$ cat src/hdl/amr_b2o_pkg.sv
// Shared types, constants and frame-type tables for the AMR bandwidth-efficient
// to octet-aligned converter. Depends on nothing; the converter modules and the testbench import it.
package amr_b2o_pkg;

	localparam int BUFFER_BYTES_DEFAULT = 256;
	localparam logic [8:0] OSL_RESET = 9'd256;
	localparam logic [3:0] FT_MAX_SPEECH = 4'd11;
	localparam logic [3:0] FT_NO_DATA = 4'd15;
	localparam logic [5:0] HDR_ONLY_BYTES = 6'd2;

	typedef struct packed {
		logic [7:0] out_byte;
		logic [5:0] out_length;
		logic       error;
		logic       last_of_frame;
	} res_t;

	// Results produced by one input word: count is 0, 1 or 2, r0 goes first.
	typedef struct packed {
		logic [1:0] count;
		res_t       r0;
		res_t       r1;
	} push_t;

	function automatic logic [7:0] speech_bits(input logic [3:0] ft);
		logic [7:0] b;
		case (ft)
			4'd0: b = 8'd95;
			4'd1: b = 8'd103;
			4'd2: b = 8'd118;
			4'd3: b = 8'd134;
			4'd4: b = 8'd148;
			4'd5: b = 8'd159;
			4'd6: b = 8'd204;
			4'd7: b = 8'd244;
			4'd8: b = 8'd39;
			4'd9: b = 8'd43;
			4'd10: b = 8'd38;
			4'd11: b = 8'd37;
			default: b = 8'd0;
		endcase
		return b;
	endfunction

	// Input bytes that carry the 10 header bits plus the speech bits.
	function automatic logic [5:0] needed_in(input logic [3:0] ft);
		logic [8:0] t;
		t = 9'd17 + {1'b0, speech_bits(ft)};
		return t[8:3];
	endfunction

	function automatic logic [5:0] speech_bytes(input logic [3:0] ft);
		logic [8:0] t;
		t = 9'd7 + {1'b0, speech_bits(ft)};
		return t[8:3];
	endfunction

	// Zero padding bits in the last speech byte.
	function automatic logic [2:0] pad_bits(input logic [3:0] ft);
		logic [7:0] b;
		b = speech_bits(ft);
		return 3'd0 - b[2:0];
	endfunction

endpackage

$ cat src/hdl/amr_b2o_if.sv
// Handshake channel interfaces: input words, result words and the
// configuration write channel. Depends on nothing.
interface amr_b2o_in_if;
	logic       valid;
	logic       ready;
	logic [7:0] data_byte;
	logic [7:0] frame_length;
	logic       last_byte;

	modport source(output valid, output data_byte, output frame_length, output last_byte,
		input ready);
	modport sink(input valid, input data_byte, input frame_length, input last_byte,
		output ready);
endinterface

interface amr_b2o_out_if;
	logic       valid;
	logic       ready;
	logic [7:0] out_byte;
	logic [5:0] out_length;
	logic       error;
	logic       last_of_frame;

	modport source(output valid, output out_byte, output out_length, output error,
		output last_of_frame, input ready);
	modport sink(input valid, input out_byte, input out_length, input error,
		input last_of_frame, output ready);
endinterface

interface amr_b2o_cfg_if;
	logic       valid;
	logic       ready;
	logic [8:0] output_space_limit;

	modport source(output valid, output output_space_limit, input ready);
	modport sink(input valid, input output_space_limit, output ready);
endinterface

$ cat src/hdl/amr_b2o_conv.sv
// Frame parser and bit realigner: holds the per-frame state and turns one
// registered input word into zero, one or two result words. Depends on amr_b2o_pkg.
module amr_b2o_conv #(
	parameter int BUFFER_BYTES = amr_b2o_pkg::BUFFER_BYTES_DEFAULT
) (
	input  logic                clk,
	input  logic                arst_n,
	input  logic                step,
	input  logic [7:0]          data_byte,
	input  logic [7:0]          frame_length,
	input  logic                last_byte,
	input  logic [8:0]          osl,
	output amr_b2o_pkg::push_t  push
);
	import amr_b2o_pkg::*;

	logic [7:0] idx_q, idx_d;
	logic [7:0] prev_q, prev_d;
	logic [3:0] ft_q, ft_d;
	logic [5:0] rlen_q, rlen_d;
	logic       disc_q, disc_d;
	logic       done_q, done_d;

	logic [3:0] ft_new;
	logic [5:0] req_new;
	logic [5:0] rlen_new;
	logic [8:0] fl_p1;
	logic       over_buf;
	logic       hdr_bad;
	logic [5:0] req_q;
	logic [2:0] pad_q;
	logic [7:0] mask_q;
	logic       early;
	logic [7:0] merged;
	res_t       err_res;

	assign ft_new   = {prev_q[2:0], data_byte[7]};
	assign req_new  = needed_in(ft_new);
	assign rlen_new = HDR_ONLY_BYTES + speech_bytes(ft_new);
	assign fl_p1    = {1'b0, frame_length} + 9'd1;
	assign over_buf = 32'(fl_p1) > BUFFER_BYTES;
	assign hdr_bad  = (frame_length < 8'd2) || (fl_p1 > osl) || over_buf
		|| ((ft_new > FT_MAX_SPEECH) && (ft_new != FT_NO_DATA))
		|| ({2'b00, req_new} > frame_length)
		|| (last_byte && (req_new > HDR_ONLY_BYTES));

	assign req_q  = needed_in(ft_q);
	assign pad_q  = pad_bits(ft_q);
	assign mask_q = 8'hFF << pad_q;
	assign early  = ({1'b0, idx_q} + 9'd1) < {3'b000, req_q};
	assign merged = {prev_q[5:0], data_byte[7:6]};
	assign err_res = '{out_byte: 8'd0, out_length: 6'd0, error: 1'b1, last_of_frame: 1'b1};

	always_comb begin
		logic take_err;
		logic take_fin;
		logic take_new;
		take_err = 1'b0;
		take_fin = 1'b0;
		take_new = 1'b0;
		push   = '0;
		idx_d  = idx_q;
		prev_d = prev_q;
		ft_d   = ft_q;
		rlen_d = rlen_q;
		disc_d = disc_q;
		done_d = done_q;

		if (disc_q || done_q) begin
			take_new = last_byte;
		end else if (idx_q == 8'd0) begin
			if (last_byte) begin
				take_err = 1'b1;
			end else begin
				prev_d = data_byte;
				idx_d  = 8'd1;
			end
		end else if (idx_q == 8'd1) begin
			if (hdr_bad) begin
				take_err = 1'b1;
			end else begin
				ft_d   = ft_new;
				rlen_d = rlen_new;
				push.count = 2'd2;
				push.r0 = '{out_byte: {prev_q[7:4], 4'b0000}, out_length: rlen_new,
					error: 1'b0, last_of_frame: 1'b0};
				push.r1 = '{out_byte: {prev_q[3], ft_new, data_byte[6], 2'b00},
					out_length: rlen_new, error: 1'b0,
					last_of_frame: req_new == HDR_ONLY_BYTES};
				prev_d = data_byte;
				idx_d  = 8'd2;
				take_fin = req_new == HDR_ONLY_BYTES;
			end
		end else begin
			if (early && last_byte) begin
				take_err = 1'b1;
			end else if (early) begin
				push.count = 2'd1;
				push.r0 = '{out_byte: merged, out_length: rlen_q, error: 1'b0,
					last_of_frame: 1'b0};
				prev_d = data_byte;
				if (idx_q != 8'hFF) begin
					idx_d = idx_q + 8'd1;
				end
			end else if (pad_q >= 3'd2) begin
				// The final speech byte needs no bits from a further input byte.
				push.count = 2'd2;
				push.r0 = '{out_byte: merged, out_length: rlen_q, error: 1'b0,
					last_of_frame: 1'b0};
				push.r1 = '{out_byte: {data_byte[5:0], 2'b00} & mask_q, out_length: rlen_q,
					error: 1'b0, last_of_frame: 1'b1};
				take_fin = 1'b1;
			end else begin
				push.count = 2'd1;
				push.r0 = '{out_byte: merged & mask_q, out_length: rlen_q, error: 1'b0,
					last_of_frame: 1'b1};
				take_fin = 1'b1;
			end
		end

		if (take_err) begin
			push.count = 2'd1;
			push.r0 = err_res;
			if (last_byte) begin
				take_new = 1'b1;
			end else begin
				disc_d = 1'b1;
			end
		end
		if (take_fin) begin
			if (last_byte) begin
				take_new = 1'b1;
			end else begin
				done_d = 1'b1;
			end
		end
		if (take_new) begin
			idx_d  = 8'd0;
			prev_d = 8'd0;
			disc_d = 1'b0;
			done_d = 1'b0;
		end
	end

	always_ff @(posedge clk or negedge arst_n) begin
		if (!arst_n) begin
			idx_q  <= '0;
			prev_q <= '0;
			ft_q   <= '0;
			rlen_q <= '0;
			disc_q <= 1'b0;
			done_q <= 1'b0;
		end else if (step) begin
			idx_q  <= idx_d;
			prev_q <= prev_d;
			ft_q   <= ft_d;
			rlen_q <= rlen_d;
			disc_q <= disc_d;
			done_q <= done_d;
		end
	end

endmodule

$ cat src/hdl/amr_b2o_obuf.sv
// Four-entry result queue: takes up to two result words per cycle while it has room and hands
// one out per cycle while the sink takes it. Depends on amr_b2o_pkg.
module amr_b2o_obuf (
	input  logic               clk,
	input  logic               arst_n,
	input  logic               push_en,
	input  amr_b2o_pkg::push_t push,
	input  logic               pop,
	output logic               room,
	output logic               valid,
	output amr_b2o_pkg::res_t  head
);
	import amr_b2o_pkg::*;

	res_t       mem_q [4];
	logic [1:0] wr_q;
	logic [1:0] rd_q;
	logic [2:0] count_q;
	logic [1:0] n_push;
	logic [1:0] wr_next;

	assign n_push  = push_en ? push.count : 2'd0;
	assign wr_next = wr_q + 2'd1;
	// Room for two more words whatever the sink does this cycle.
	assign room  = count_q <= 3'd2;
	assign valid = count_q != 3'd0;
	assign head  = mem_q[rd_q];

	always_ff @(posedge clk) begin
		if (n_push != 2'd0) begin
			mem_q[wr_q] <= push.r0;
		end
		if (n_push == 2'd2) begin
			mem_q[wr_next] <= push.r1;
		end
	end

	always_ff @(posedge clk or negedge arst_n) begin
		if (!arst_n) begin
			wr_q    <= '0;
			rd_q    <= '0;
			count_q <= '0;
		end else begin
			wr_q    <= wr_q + n_push;
			rd_q    <= rd_q + {1'b0, pop};
			count_q <= count_q + {1'b0, n_push} - {2'b00, pop};
		end
	end

endmodule

$ cat src/hdl/amr_bw_efficient_to_octet_aligned_unit.sv
// AMR payload converter, bandwidth-efficient to octet-aligned, one byte per word.
// An accepted input word is registered first; its result words then go through the queue.
// Throughput: one input word per cycle while the sink keeps up; a word that yields two
// results puts them out one at a time; input waits while three or more are queued.
// Reset clears all frame state and the queue and sets the output space limit to 256.
module amr_bw_efficient_to_octet_aligned_unit #(
	parameter int BUFFER_BYTES = amr_b2o_pkg::BUFFER_BYTES_DEFAULT
) (
	input  logic   clk,
	input  logic   arst_n,
	amr_b2o_in_if.sink   in_ch,
	amr_b2o_out_if.source out_ch,
	amr_b2o_cfg_if.sink  cfg_ch
);
	import amr_b2o_pkg::*;

	logic       valid_s1;
	logic [7:0] data_byte_s1;
	logic [7:0] frame_length_s1;
	logic       last_byte_s1;
	logic [8:0] osl_q;
	logic       room;
	logic       step;
	logic       pop;
	push_t      push;
	res_t       head;

	assign step         = valid_s1 && room;
	assign in_ch.ready  = !valid_s1 || step;
	assign cfg_ch.ready = 1'b1;
	assign pop          = out_ch.valid && out_ch.ready;

	always_ff @(posedge clk or negedge arst_n) begin
		if (!arst_n) begin
			valid_s1 <= 1'b0;
			osl_q    <= OSL_RESET;
		end else begin
			if (in_ch.ready) begin
				valid_s1 <= in_ch.valid;
			end
			if (cfg_ch.valid) begin
				osl_q <= cfg_ch.output_space_limit;
			end
		end
	end

	always_ff @(posedge clk) begin
		if (in_ch.valid && in_ch.ready) begin
			data_byte_s1    <= in_ch.data_byte;
			frame_length_s1 <= in_ch.frame_length;
			last_byte_s1    <= in_ch.last_byte;
		end
	end

	amr_b2o_conv #(
		.BUFFER_BYTES(BUFFER_BYTES)
	) u_conv (
		.clk         (clk),
		.arst_n      (arst_n),
		.step        (step),
		.data_byte   (data_byte_s1),
		.frame_length(frame_length_s1),
		.last_byte   (last_byte_s1),
		.osl         (osl_q),
		.push        (push)
	);

	amr_b2o_obuf u_obuf (
		.clk    (clk),
		.arst_n (arst_n),
		.push_en(step),
		.push   (push),
		.pop    (pop),
		.room   (room),
		.valid  (out_ch.valid),
		.head   (head)
	);

	assign out_ch.out_byte      = head.out_byte;
	assign out_ch.out_length    = head.out_length;
	assign out_ch.error         = head.error;
	assign out_ch.last_of_frame = head.last_of_frame;

endmodule

$ cat src/flat_wrapper.sv
// flat-port wrapper written by rule: the top's interface ports become plain ports
module amr_bw_efficient_to_octet_aligned_unit_flat import amr_b2o_pkg::*;
#(
	parameter int BUFFER_BYTES = amr_b2o_pkg::BUFFER_BYTES_DEFAULT
)
  (clk, arst_n, in_ch_valid, in_ch_data_byte, in_ch_frame_length, in_ch_last_byte, in_ch_ready, out_ch_valid, out_ch_out_byte, out_ch_out_length, out_ch_error, out_ch_last_of_frame, out_ch_ready, cfg_ch_valid, cfg_ch_output_space_limit, cfg_ch_ready);
  amr_b2o_in_if in_ch_i ();
  amr_b2o_out_if out_ch_i ();
  amr_b2o_cfg_if cfg_ch_i ();
  input  logic clk;
  input  logic arst_n;
  input wire logic [$bits(in_ch_i.valid)-1:0] in_ch_valid;
  input wire logic [$bits(in_ch_i.data_byte)-1:0] in_ch_data_byte;
  input wire logic [$bits(in_ch_i.frame_length)-1:0] in_ch_frame_length;
  input wire logic [$bits(in_ch_i.last_byte)-1:0] in_ch_last_byte;
  output wire logic [$bits(in_ch_i.ready)-1:0] in_ch_ready;
  output wire logic [$bits(out_ch_i.valid)-1:0] out_ch_valid;
  output wire logic [$bits(out_ch_i.out_byte)-1:0] out_ch_out_byte;
  output wire logic [$bits(out_ch_i.out_length)-1:0] out_ch_out_length;
  output wire logic [$bits(out_ch_i.error)-1:0] out_ch_error;
  output wire logic [$bits(out_ch_i.last_of_frame)-1:0] out_ch_last_of_frame;
  input wire logic [$bits(out_ch_i.ready)-1:0] out_ch_ready;
  input wire logic [$bits(cfg_ch_i.valid)-1:0] cfg_ch_valid;
  input wire logic [$bits(cfg_ch_i.output_space_limit)-1:0] cfg_ch_output_space_limit;
  output wire logic [$bits(cfg_ch_i.ready)-1:0] cfg_ch_ready;
  assign in_ch_i.valid = in_ch_valid;
  assign in_ch_i.data_byte = in_ch_data_byte;
  assign in_ch_i.frame_length = in_ch_frame_length;
  assign in_ch_i.last_byte = in_ch_last_byte;
  assign in_ch_ready = in_ch_i.ready;
  assign out_ch_valid = out_ch_i.valid;
  assign out_ch_out_byte = out_ch_i.out_byte;
  assign out_ch_out_length = out_ch_i.out_length;
  assign out_ch_error = out_ch_i.error;
  assign out_ch_last_of_frame = out_ch_i.last_of_frame;
  assign out_ch_i.ready = out_ch_ready;
  assign cfg_ch_i.valid = cfg_ch_valid;
  assign cfg_ch_i.output_space_limit = cfg_ch_output_space_limit;
  assign cfg_ch_ready = cfg_ch_i.ready;
  amr_bw_efficient_to_octet_aligned_unit #(.BUFFER_BYTES(BUFFER_BYTES)) u_core (.clk(clk), .arst_n(arst_n), .in_ch(in_ch_i), .out_ch(out_ch_i), .cfg_ch(cfg_ch_i));
endmodule
$ cat config.mk
export PLATFORM = sky130hd
export DESIGN_NAME = amr_bw_efficient_to_octet_aligned_unit_flat
export DESIGN_NICKNAME = d
export VERILOG_FILES = /design/src/hdl/amr_b2o_pkg.sv /design/src/hdl/amr_b2o_if.sv /design/src/hdl/amr_b2o_conv.sv /design/src/hdl/amr_b2o_obuf.sv /design/src/hdl/amr_bw_efficient_to_octet_aligned_unit.sv /design/src/flat_wrapper.sv
export SDC_FILE = /design/constraint.sdc
export NUM_CORES = 1
export LEC_CHECK = 0
export BUFFER_PORTS_ARGS = -buffer_cell sky130_fd_sc_hd__buf_2
export CAP_MARGIN = 20
export CORE_MARGIN = 2
export CORE_UTILIZATION = 55
export CTS_BUF_LIST = sky130_fd_sc_hd__clkbuf_4
export DETAILED_ROUTE_END_ITERATION = 12
export GPL_ROUTABILITY_DRIVEN = 0
export HOLD_SLACK_MARGIN = 0.02
export PLACE_DENSITY = 0.83
export SETUP_SLACK_MARGIN = 0.05
export SLEW_MARGIN = 15
export SYNTH_ARGS = -nofsm -noshare
export SYNTH_HDL_FRONTEND = slang
export SYNTH_SLANG_ARGS = --single-unit
$ cat constraint.sdc
create_clock -name clk -period 8.3 [get_ports clk]
set_input_delay 2.075 -clock clk [delete_from_list [all_inputs] [get_ports clk]]
set_output_delay 2.075 -clock clk [all_outputs]
set_load 0.05 [all_outputs]
# Word level (Yosys, flattened, before mapping)
# Memory sizes are Yosys's and may differ from the RTL's.
# Cells that the tools add are included.
# word_totals
ff_bits,62
ram_bits,64
mem_bits_ro,512
input_bits,31
out_inout_bits,19
elab_cells,137
mem_count,5
# op_classes
n_addsub,13
magnitude_cmp,9
eq_ne,10
n_shift,1
n_mux,54
bitwise_logic,5
n_reduce_logical,26
# mem_list
memory,words,word_bits,rd,rd_clocked_by_memory_dff,wr,line,text
(name not given),16,8,1,0,0,amr_b2o_pkg.sv:27,case (ft)
(name not given),16,8,1,0,0,amr_b2o_pkg.sv:27,
(name not given),16,8,1,0,0,amr_b2o_pkg.sv:27,
(name not given),16,8,1,0,0,amr_b2o_pkg.sv:27,
u_core.u_obuf.mem_q,4,16,1,0,2,amr_b2o_obuf.sv:15,res_t mem_q [4];
# ops
cell,n
34-bit two-way mux,5
8-bit two-way mux,17
18-bit two-way mux,3
16-bit two-way mux,2
1-bit two-way mux,26
"5-bit by 8-bit adder with 9-bit output, first input constant",2
"8-bit by 1-bit adder with 9-bit output, second input constant",2
8-bit AND,2
"3-bit by 8-bit adder with 9-bit output, first input constant",1
9-bit greater-than comparator,1
"9-bit greater-than comparator, second input constant",1
9-bit by 6-bit < comparator with 1-bit output,1
"8-bit by 1-bit adder with 8-bit output, second input constant",1
"8-bit by 1-bit == test with 1-bit output, second input constant",1
6-bit by 8-bit greater-than comparator with 1-bit output,1
8-bit zero test,1
"8-bit by 2-bit < comparator with 1-bit output, second input constant",1
"4-bit by 3-bit != test with 1-bit output, second input constant",2
"8-bit != test, second input constant",1
4-bit nonzero test,2
"8-bit by 3-bit << shifter with 8-bit output, first input constant",1
1-bit logical OR,7
7-bit AND reduction,1
"2-bit by 6-bit adder with 6-bit output, first input constant",1
25 further kinds,35

# Longest topological paths before layout
# Gate-level depths: netlist (run 1).
# depth
depth_word,16
depth_mapped,26
depth_no_buf,26

# Cells and area by module
# From an unflattened synthesis (run 1), not the netlist that was laid out.
# hier_totals
cells_unflattened,698
area_unflattened_um2,7967.6
# by_module_without_submodules
module,instances,cells_per_inst,area_per_inst_um2,seq_area_each_um2
amr_b2o_obuf,1,201,3592.2,2097.0
amr_b2o_conv,1,453,3424.5,700.7
amr_bw_efficient_to_octet_aligned_unit,1,44,950.9,762.0

# Worst setup path after synthesis (run 1)
# OpenSTA, ideal clock, no wires.
# synth_path
path_kind,reg2reg
start,register u_core.u_conv.prev_q[0]
end,register u_core.u_obuf.count_q[2]
setup_ps,125
t_arrival_ps,5142
t_required_ps,8175
setup_slack_ps,3033
stages_incl_launch_ff,26
path_buffers,2
synth_period_minus_slack_ps,5267
cell_sequence,dfrtp_1 -> clkbuf_1 -> inv_1 -> ha_1 -> clkbuf_1 -> nand3b_1 -> o21ai_1 -> a21o_1 -> nand2_1 -> xnor2_1 -> ha_1 -> and4_1 -> a311o_1 -> o311ai_0 -> or4_4 -> nor4_4 -> nor3_1 -> a31oi_1 -> a21oi_1 -> inv_1 -> ha_1 -> inv_1 -> ha_1 -> fa_1 -> xnor2_1 -> xnor2_1
# synth_between
elab_chain_cells,13
elab_cells_between_ends,23
classes_between,add/sub: 3; order compare: 3; eq/ne: 1; mux: 10; reduce/logical: 5; memory: 1
# synth_rtl
element,line,text
start: declaration,amr_b2o_conv.sv:18,"logic [7:0] prev_q, prev_d;"
start signal: assignment,amr_b2o_conv.sv:155,prev_q <= prev_d;
memory 16 x 8 bit (tied with other cells),n/a,
5-bit by 8-bit adder with 9-bit output / 1-bit logical AND (equally long branches),"amr_b2o_pkg.sv:48, amr_b2o_conv.sv:43",
6-bit by 8-bit greater-than comparator with 1-bit output (tied with other cells),amr_b2o_conv.sv:44,"|| ({2'b00, req_new} > frame_length)"
1-bit logical OR / 1-bit logical AND (equally long branches),"amr_b2o_conv.sv:44, amr_b2o_conv.sv:45",
1-bit logical OR (*),amr_b2o_conv.sv:45,|| (last_byte && (req_new > HDR_ONLY_BYTES));
1-bit two-way mux / 34-bit two-way mux (equally long branches),amr_b2o_conv.sv:79,if (hdr_bad) begin
1-bit two-way mux / 34-bit two-way mux (equally long branches),amr_b2o_conv.sv:78,end else if (idx_q == 8'd1) begin
1-bit two-way mux / 34-bit two-way mux (equally long branches),amr_b2o_conv.sv:71,end else if (idx_q == 8'd0) begin
1-bit two-way mux / 34-bit two-way mux (equally long branches),amr_b2o_conv.sv:69,if (disc_q || done_q) begin
18-bit two-way mux (*),amr_b2o_conv.sv:121,if (take_err) begin
2-bit two-way mux (*),amr_b2o_obuf.sv:22,assign n_push = push_en ? push.count : 2'd0;
3-bit by 2-bit adder with 3-bit output (*),amr_b2o_obuf.sv:46,"count_q <= count_q + {1'b0, n_push} - {2'b00, pop};"
3-bit by 1-bit subtractor with 3-bit output (*),amr_b2o_obuf.sv:46,
end signal: assignment,amr_b2o_obuf.sv:46,
end: declaration,amr_b2o_obuf.sv:18,logic [2:0] count_q;
# Mark *: on every way between the ends. The rest lies on a longest branch, timed or not.
# A chain may end at the register's enable or synchronous reset.

# Worst setup path after layout (run 1)
# layout_path
start,register u_core.u_conv.ft_q[1]
end,register u_core.u_obuf.count_q[2]
# layout_between
elab_chain_cells,13
elab_cells_between_ends,21
classes_between,add/sub: 4; order compare: 2; mux: 12; reduce/logical: 1; memory: 2
# layout_rtl
element,line,text
start: declaration,amr_b2o_conv.sv:19,"logic [3:0] ft_q, ft_d;"
start signal: assignment,amr_b2o_conv.sv:156,ft_q <= ft_d;
"parallel branches: the longest is 9 deep, another holds 5-bit by 8-bit adder with 9-bit output",n/a,
18-bit two-way mux (*),amr_b2o_conv.sv:121,
2-bit two-way mux (*),amr_b2o_obuf.sv:22,
3-bit by 2-bit adder with 3-bit output (*),amr_b2o_obuf.sv:46,
3-bit by 1-bit subtractor with 3-bit output (*),amr_b2o_obuf.sv:46,
# Every way passes the cells marked *.

==> run_results.csv, run 1 <==
group,metric,value,unit
layout,drive_gt1_frac,0.156,
synthesis,postSynthAreaPerCell,10.5,sq um
clock_network,root_buffer,"clkbuf_4",
synthesis,ys_async_sr_fraction,0.357,
route,vias,5881,
setup_path,endpoint_kind,"register",
clock_network,ctsHoldBuffers,0,
grt,grt_usage,0.254,
pwr,peakVddDrop,0.000182,V
synthesis,yosys.area.top_type_share,0.282,
layout,multi_input_area,3610,sq um
layout,layout.cells.most_common_list,"69 x edfxtp_1, 67 x nand2_1, 55 x nor2_1",
synthesis,postSynthNetCount,774,
floorplan,num_rows,42,
setup_path,worstSetupPathType,"register to register",
synthesis,synth_edf_count,69,
floorplan,die_h,120,um
sta,period_needed,6.01,ns
sta,fin_crit_sh,0.724,
synthesis,synth_cell_types,75,
sta,slew_headroom,0.315,
setup_path,critPathMaxStageDelay,0.58,ns
setup_path,arrival,6.50,ns
sta,max_freq,0.167,GHz
layout,fillCellCount,1054,
route,drt_iter0_drc,897,
floorplan,core_area,13100,sq um
clock_network,cts_sinks,126,
clock_network,cts_buffers,17,
synthesis,ys_seq_elements,126,
clock_network,cts.repair.resized,0,
sta,tns,0,ns
setup_path,cp_max_fo,10,
sta,finalSetupViolations,0,
clock_network,cts_buffer_depth,2,
sta,grt_setup_unrepaired,"no",
run_status,status,"finished, final reports clean",
setup_path,cp_common_cell,"ha_1",
grt,grt_max_degree,46,
layout,final-seq-area,3440,sq um
clock_network,clock_latency,0.57,ns
pwr,p_leak,3.16,nW
synthesis,synth_top_flop_cell,"edfxtp_1",
synthesis,netlist_instances,701,
route,first_pass_iters,7,
synthesis,syn_area,7340,sq um
placed_design,dpl_cell_area,7650,sq um
clock_network,clk_pin_slew_worst_paths,0.11,ns
layout,final_nets,809,
synthesis,ys_top_cells_by_area,"edfxtp_1 28%, dfrtp_1 15%, ha_1 7.0%",
clock_network,h-tree-depth,4,
floorplan,dieArea,14300,sq um
route,via_per_inst,6.34,
run,drv_cap,0,
setup_path,cp.required,8.80,ns
synthesis,synth_top_area_cell,"edfxtp_1",
clock_network,cts_tree,"built",
pwr,post-layout-total-power,0.00309,W
floorplan,io_pins,50,
sta,skew,0.0226,ns
hold_path,min_path_type,"register to register",
grt,grt_overflow,0,
pwr,p_per_area,386,nW/um^2
placed_design,io_buffers,48,
grt,grt_pass1_wl,28.5,mm
floorplan,die_x,120,um
route,routedWlPerCell,18.6,um
sta,slew_violations,0,
sta,finalHoldViolations,0,
grt,grt_antenna_before_repair,1,
layout,design_area,8020,sq um
route,drc,0,
layout,final_util,0.610,
route,ant_nets,0,
grt,grt_pass1_vias,5871,
synthesis,yosysWarnings,0,
layout,syn_to_final_growth,9.19,%
setup_path,slowest_stage,"a311oi_1",
sta,worst_pin_slew,1.03,ns
synthesis,ys_seq_area_frac,0.468,
setup_path,crit_path_start_kind,"register",
floorplan,start_util,0.559,
route,drt-total-wl,17.3,mm
placed_design,hpwl,12.3,mm
layout,final_common_cell,"edfxtp_1",
clock_network,cts_setup_buffers,0,
==> synthesized netlist by cell type (all sizes together) (4+ instances only) <==
cell type and n:
a211oi 4, a21o 7, a21oi 39, a22o 12, a22oi 8, a31oi 7, and2 11, and3 8
buf 14, clkbuf 21, dfrtp 44, dfxtp 12, edfxtp 69, ha 41, inv 35, mux2 6
mux2i 6, mux4 16, nand2 69, nand2b 8, nand3 12, nand4 7, nor2 56, nor2b 4
nor3 16, nor4 4, o211ai 4, o21a 4, o21ai 41, o22ai 40, xnor2 20, xor2 9
==> worst max-delay path: cells and delay by family (launching register included) <==
kind | cells | cell delay [ns]
buffers and inverters | 3 | 0.23
adders and majority gates | 5 | 1.35
DFF | 1 | 0.53
and+or+nand+nor | 5 | 0.80
xor gates and xnor gates | 3 | 0.48
AOI/OAI and AO/OA | 8 | 2.29
muxes | 1 | 0.27
==> final timing paths <==
| path | from | end | slack, ns | cells after the start |
|---|---|---|---|---|
| max in group asynchronous | arst_n | u_core.osl_q[8]$_DFFE_PN1P_ | 6.33 | 2 |
| setup / recovery | u_core.u_conv.ft_q[1]$_DFFE_PN0P_ | u_core.u_obuf.count_q[2]$_DFF_PN0_ | 2.29 | 25 |
| hold reg to reg | u_core.u_obuf.mem_q[1][8]$_SDFFE_PP0N_ | u_core.u_obuf.mem_q[1][8]$_SDFFE_PP0N_ | 0.46 | 2 |
| setup reg to reg | u_core.u_conv.ft_q[1]$_DFFE_PN0P_ | u_core.u_obuf.count_q[2]$_DFF_PN0_ | 2.29 | 25 |
| min in group asynchronous | arst_n | u_core.u_conv.prev_q[2]$_DFFE_PN0P_ | 1.40 | 1 |
| hold / removal | u_core.u_obuf.mem_q[1][8]$_SDFFE_PP0N_ | u_core.u_obuf.mem_q[1][8]$_SDFFE_PP0N_ | 0.46 | 2 |
==> layer usage <==
| metal | global-route usage | wire length (um) |
|---|---|---|
| met3 | 0.0570 | 1450 |
| met4 | 0.110 | 480 |
| met2 | 0.423 | 8500 |
| met1 | 0.320 | 6830 |
| met5 | 0 | 0 |
==> power by group <==
group	leakage, nW	total [W]	switching, W	internal [W]
clock	0.177	0.000504	0.000231	0.000273
combinational	1.66	0.00158	0.00100	0.000577
sequential	1.33	0.00101	0.000194	0.000814
==> cell type report <==
type,instances,area share
antenna,2,0.000624
clock buffer,19,0.0178
clock inverter,13,0.0243
inverter,35,0.0164
multi-input combinational,505,0.450
sequential,126,0.429
tap,176,0.0275
timing repair buffer,51,0.0343
==> through the flow <==
stage / hold slack [ns] / worst slack, ns / std cells
2_1_floorplan: 0.426 / 3.03 / 701
3_3_place_gp: 0.436 / 2.82 / 892
3_5_place_dp: 0.447 / 2.44 / 892
4_1_cts: 0.464 / 2.37 / 924
5_1_grt: 0.506 / 1.76 / 927
6_report: 0.460 / 2.29 / 927
==> flip-flops by register name, indices dropped and copies added, names as in the netlist <==
signal / flops
u_core.valid_s1: 1
u_core.u_obuf.count_q: 3
u_core.u_conv.prev_q: 8
u_core.u_conv.rlen_q: 6
u_core.frame_length_s1: 8
u_core.u_conv.idx_q: 8
u_core.data_byte_s1: 8
u_core.u_obuf.rd_q: 2
u_core.u_conv.ft_q: 4
u_core.u_conv.disc_q: 1
u_core.last_byte_s1: 1
u_core.u_obuf.wr_q: 2
u_core.u_conv.done_q: 1
u_core.osl_q: 9
u_core.u_obuf.mem_q: 64
==> logic make-up (layout without fill, tap and decap cells) <==
| logic type | after synthesis | count (layout) | share of synthesized area |
|---|---|---|---|
| simple gates | 212 | 212 | 0.145 |
| fa+ha+maj | 42 | 42 | 0.0726 |
| flops | 126 | 126 | 0.468 |
| xor+xnor | 29 | 29 | 0.0346 |
| buf+inv | 70 | 118 | 0.0402 |
| compound gates | 193 | 193 | 0.172 |
| mux | 28 | 28 | 0.0665 |
| other cells | 1 | 3 | 0.000511 |
No activity file was read; power rests on OpenSTA's default activity.
==> run 2, diff against run 1 <==
==> constraint.sdc (replaced) <==
create_clock -name clk -period 6 [get_ports clk]
set_input_delay 1.5 -clock clk [delete_from_list [all_inputs] [get_ports clk]]
set_output_delay 1.5 -clock clk [all_outputs]
set_load 0.05 [all_outputs]
==> run 2 against run 1 <==
Final cell count increased by 0.11%; routed wire length decreased by 0.84%; clock skew increased by 0.0040 ns; critical path type unchanged.
==> run_results.csv, run 2 (same netlist as run 1, synthesis figures left out) <==
group,metric,value,unit
run,drv_cap,0,
clock_network,cts_sinks,126,
route,ant_nets,0,
sta,fin_crit_sh,0.942,
setup_path,arrival,6.14,ns
sta,whs,0.459,ns
clock_network,cts_buffers,17,
route,via_per_inst,6.25,
sta,skew,0.0266,ns
layout,syn_to_final_growth,8.37,%
pwr,p_per_area,519,nW/um^2
route,drc,0,
sta,finalHoldViolations,0,
setup_path,cp.required,6.50,ns
setup_path,cp_max_fo,11,
route,drt-total-wl,17.1,mm
grt,grt_usage,0.250,
setup_path,critPathMaxStageDelay,0.60,ns
hold_path,min_path_type,"register to register",
placed_design,hpwl,12.4,mm
layout,largest_register_ffs,64,
floorplan,core_area,13100,sq um
grt,grt_pass1_wl,27.9,mm
layout,final_common_cell,"edfxtp_1",
run_status,status,"finished, final reports clean",
clock_network,cts_buffer_depth,2,
floorplan,num_rows,42,
clock_network,clk_pin_slew_worst_paths,0.11,ns
setup_path,r2r-start,"u_core.u_conv.prev_q[0]$_DFFE_PN0P_",
placed_design,dp_slack,0.196,ns
setup_path,cp_common_cell,"ha_1",
layout,reg_top3,"u_core.u_obuf.mem_q (64), u_core.osl_q (9)",
clock_network,cts_tree,"built",
route,vias,5803,
setup_path,cp_top_family,"adder cells",
clock_network,clock_latency,0.57,ns
layout,layout.cells.most_common_list,"69 x edfxtp_1, 67 x nand2_1, 55 x nor2_1",
route,top_layer,"met4",
sta,worst_slack,0.351,ns
layout,design_area,7960,sq um
route,wl_met2,8.49,mm
sta,grt_setup_unrepaired,"no",
floorplan,start_util,0.559,
layout,final_nets,812,
sta,period_needed,5.65,ns
route,first_pass_iters,6,
clock_network,cts_setup_buffers,0,
setup_path,worstSetupPathType,"register to register",
setup_path,worstPathCellList,"inv_1, ha_1, nand3b_1, o21ai_2, a21o_1, nand2_1, xnor2_1, ha_1, and4_1, a2111oi_1, or4_4, nor4_4, nor3_1, a31oi_2, a21oi_1, inv_1, ha_1, inv_1, ha_1, fa_1, xnor2_1, xnor2_1",
setup_path,crit_start,"u_core.u_conv.prev_q[0]$_DFFE_PN0P_",
pwr,peakVddDrop,0.000250,V
grt,grt_antenna_before_repair,0,
sta,finalSetupViolations,0,
placed_design,dp.cells,896,
grt,grt_pass1_vias,5728,
floorplan,io_pins,50,
pwr,p_leak,3.14,nW
sta,max_freq,0.177,GHz
layout,fin_cells,928,
placed_design,dpl_cell_area,7680,sq um
setup_path,cp_num_buf_inv,3,
clock_network,h-tree-depth,4,
grt,grt_max_degree,46,
floorplan,dieArea,14300,sq um
setup_path,slowest_stage,"dfrtp_1",
setup_path,crit_path_start_kind,"register",
hold_path,min-delay-start,"u_core.u_obuf.mem_q[1][8]$_SDFFE_PP0N_",
route,routedWlPerCell,18.4,um
route,drt_iter0_drc,734,
floorplan,die_h,120,um
placed_design,io_buffers,48,
layout,drive_gt1_frac,0.170,
layout,regMostFlops,"u_core.u_obuf.mem_q",
grt,grt_overflow,0,
sta,slew_violations,0,
floorplan,die_x,120,um
route,wl_met3,1.36,mm
sta,tns,0,ns
setup_path,endpoint_kind,"register",
clock_network,root_buffer,"clkbuf_4",
layout,diodes,0,
route,wl_met1,6.90,mm
sta,worst_pin_slew,0.995,ns
sta,slew_headroom,0.336,
-- run 2: cell types whose count changed in the layout (fill, tap and decap cells not counted), sizes merged --
cell    previous run  this run
bufinv             5         1
buf               51        54
clkinv             6         8
diode              2         0
clkbuf            19        21
-- run 2: final cells by class --
type / instances / area (sq um)
Sequential cell: 126 / 3440
Clock inverter: 11 / 93.8
Multi-Input combinational cell: 505 / 3620
Clock buffer: 21 / 158
Inverter: 35 / 131
Tap cell: 176 / 220
Timing Repair Buffer: 54 / 288
Fill cell: 1078 / 5180
-- run 2: report_power, final --
group	switching [W]	total (W)	internal (W)	leakage, nW
Clock	0.000325	0.000546	0.000221	0.147
Sequential	0.000251	0.00138	0.00113	1.32
Combinational	0.00140	0.00221	0.000806	1.67
Total	0.00198	0.00413	0.00215	3.14
-- run 2: metal layers --
layer	vias to the layer above	track usage
met5	-	0
met4	0	0.110
met3	39	0.0537
met2	296	0.414
met1	2771	0.319
li1	2697	-
-- run 2: through the flow --
step	total power, W	util
3_3_place_gp	0.00345	0.585
4_1_cts	0.00409	0.604
2_1_floorplan	0.00304	-
6_report	0.00413	0.606
5_1_grt	0.00441	0.606
3_5_place_dp	0.00356	0.585
-- run 2: tightest hold or removal path, stage by stage (launching register included) --
cell     delay [ns]
dfxtp_1        0.33
nand3_1        0.06
nand2_1        0.04
-- run 2: final timing paths --
path	end	slack [ns]	cells past startpoint
max	u_core.u_obuf.count_q[2]$_DFF_PN0_	0.35	22
max in group asynchronous	u_core.u_conv.ft_q[1]$_DFFE_PN0P_	4.64	1
min reg2reg	u_core.u_obuf.mem_q[1][8]$_SDFFE_PP0N_	0.46	2
max reg2reg	u_core.u_obuf.count_q[2]$_DFF_PN0_	0.35	22
min in group asynchronous	u_core.u_conv.prev_q[2]$_DFFE_PN0P_	0.93	1
min	u_core.u_obuf.mem_q[1][8]$_SDFFE_PP0N_	0.46	2
-- run 2: what timing repair did --
action / CTS / global route
gates resized for setup: 0 / 6
endpoints found under the setup margin: 0 / 29
hold buffers: 0 / 0
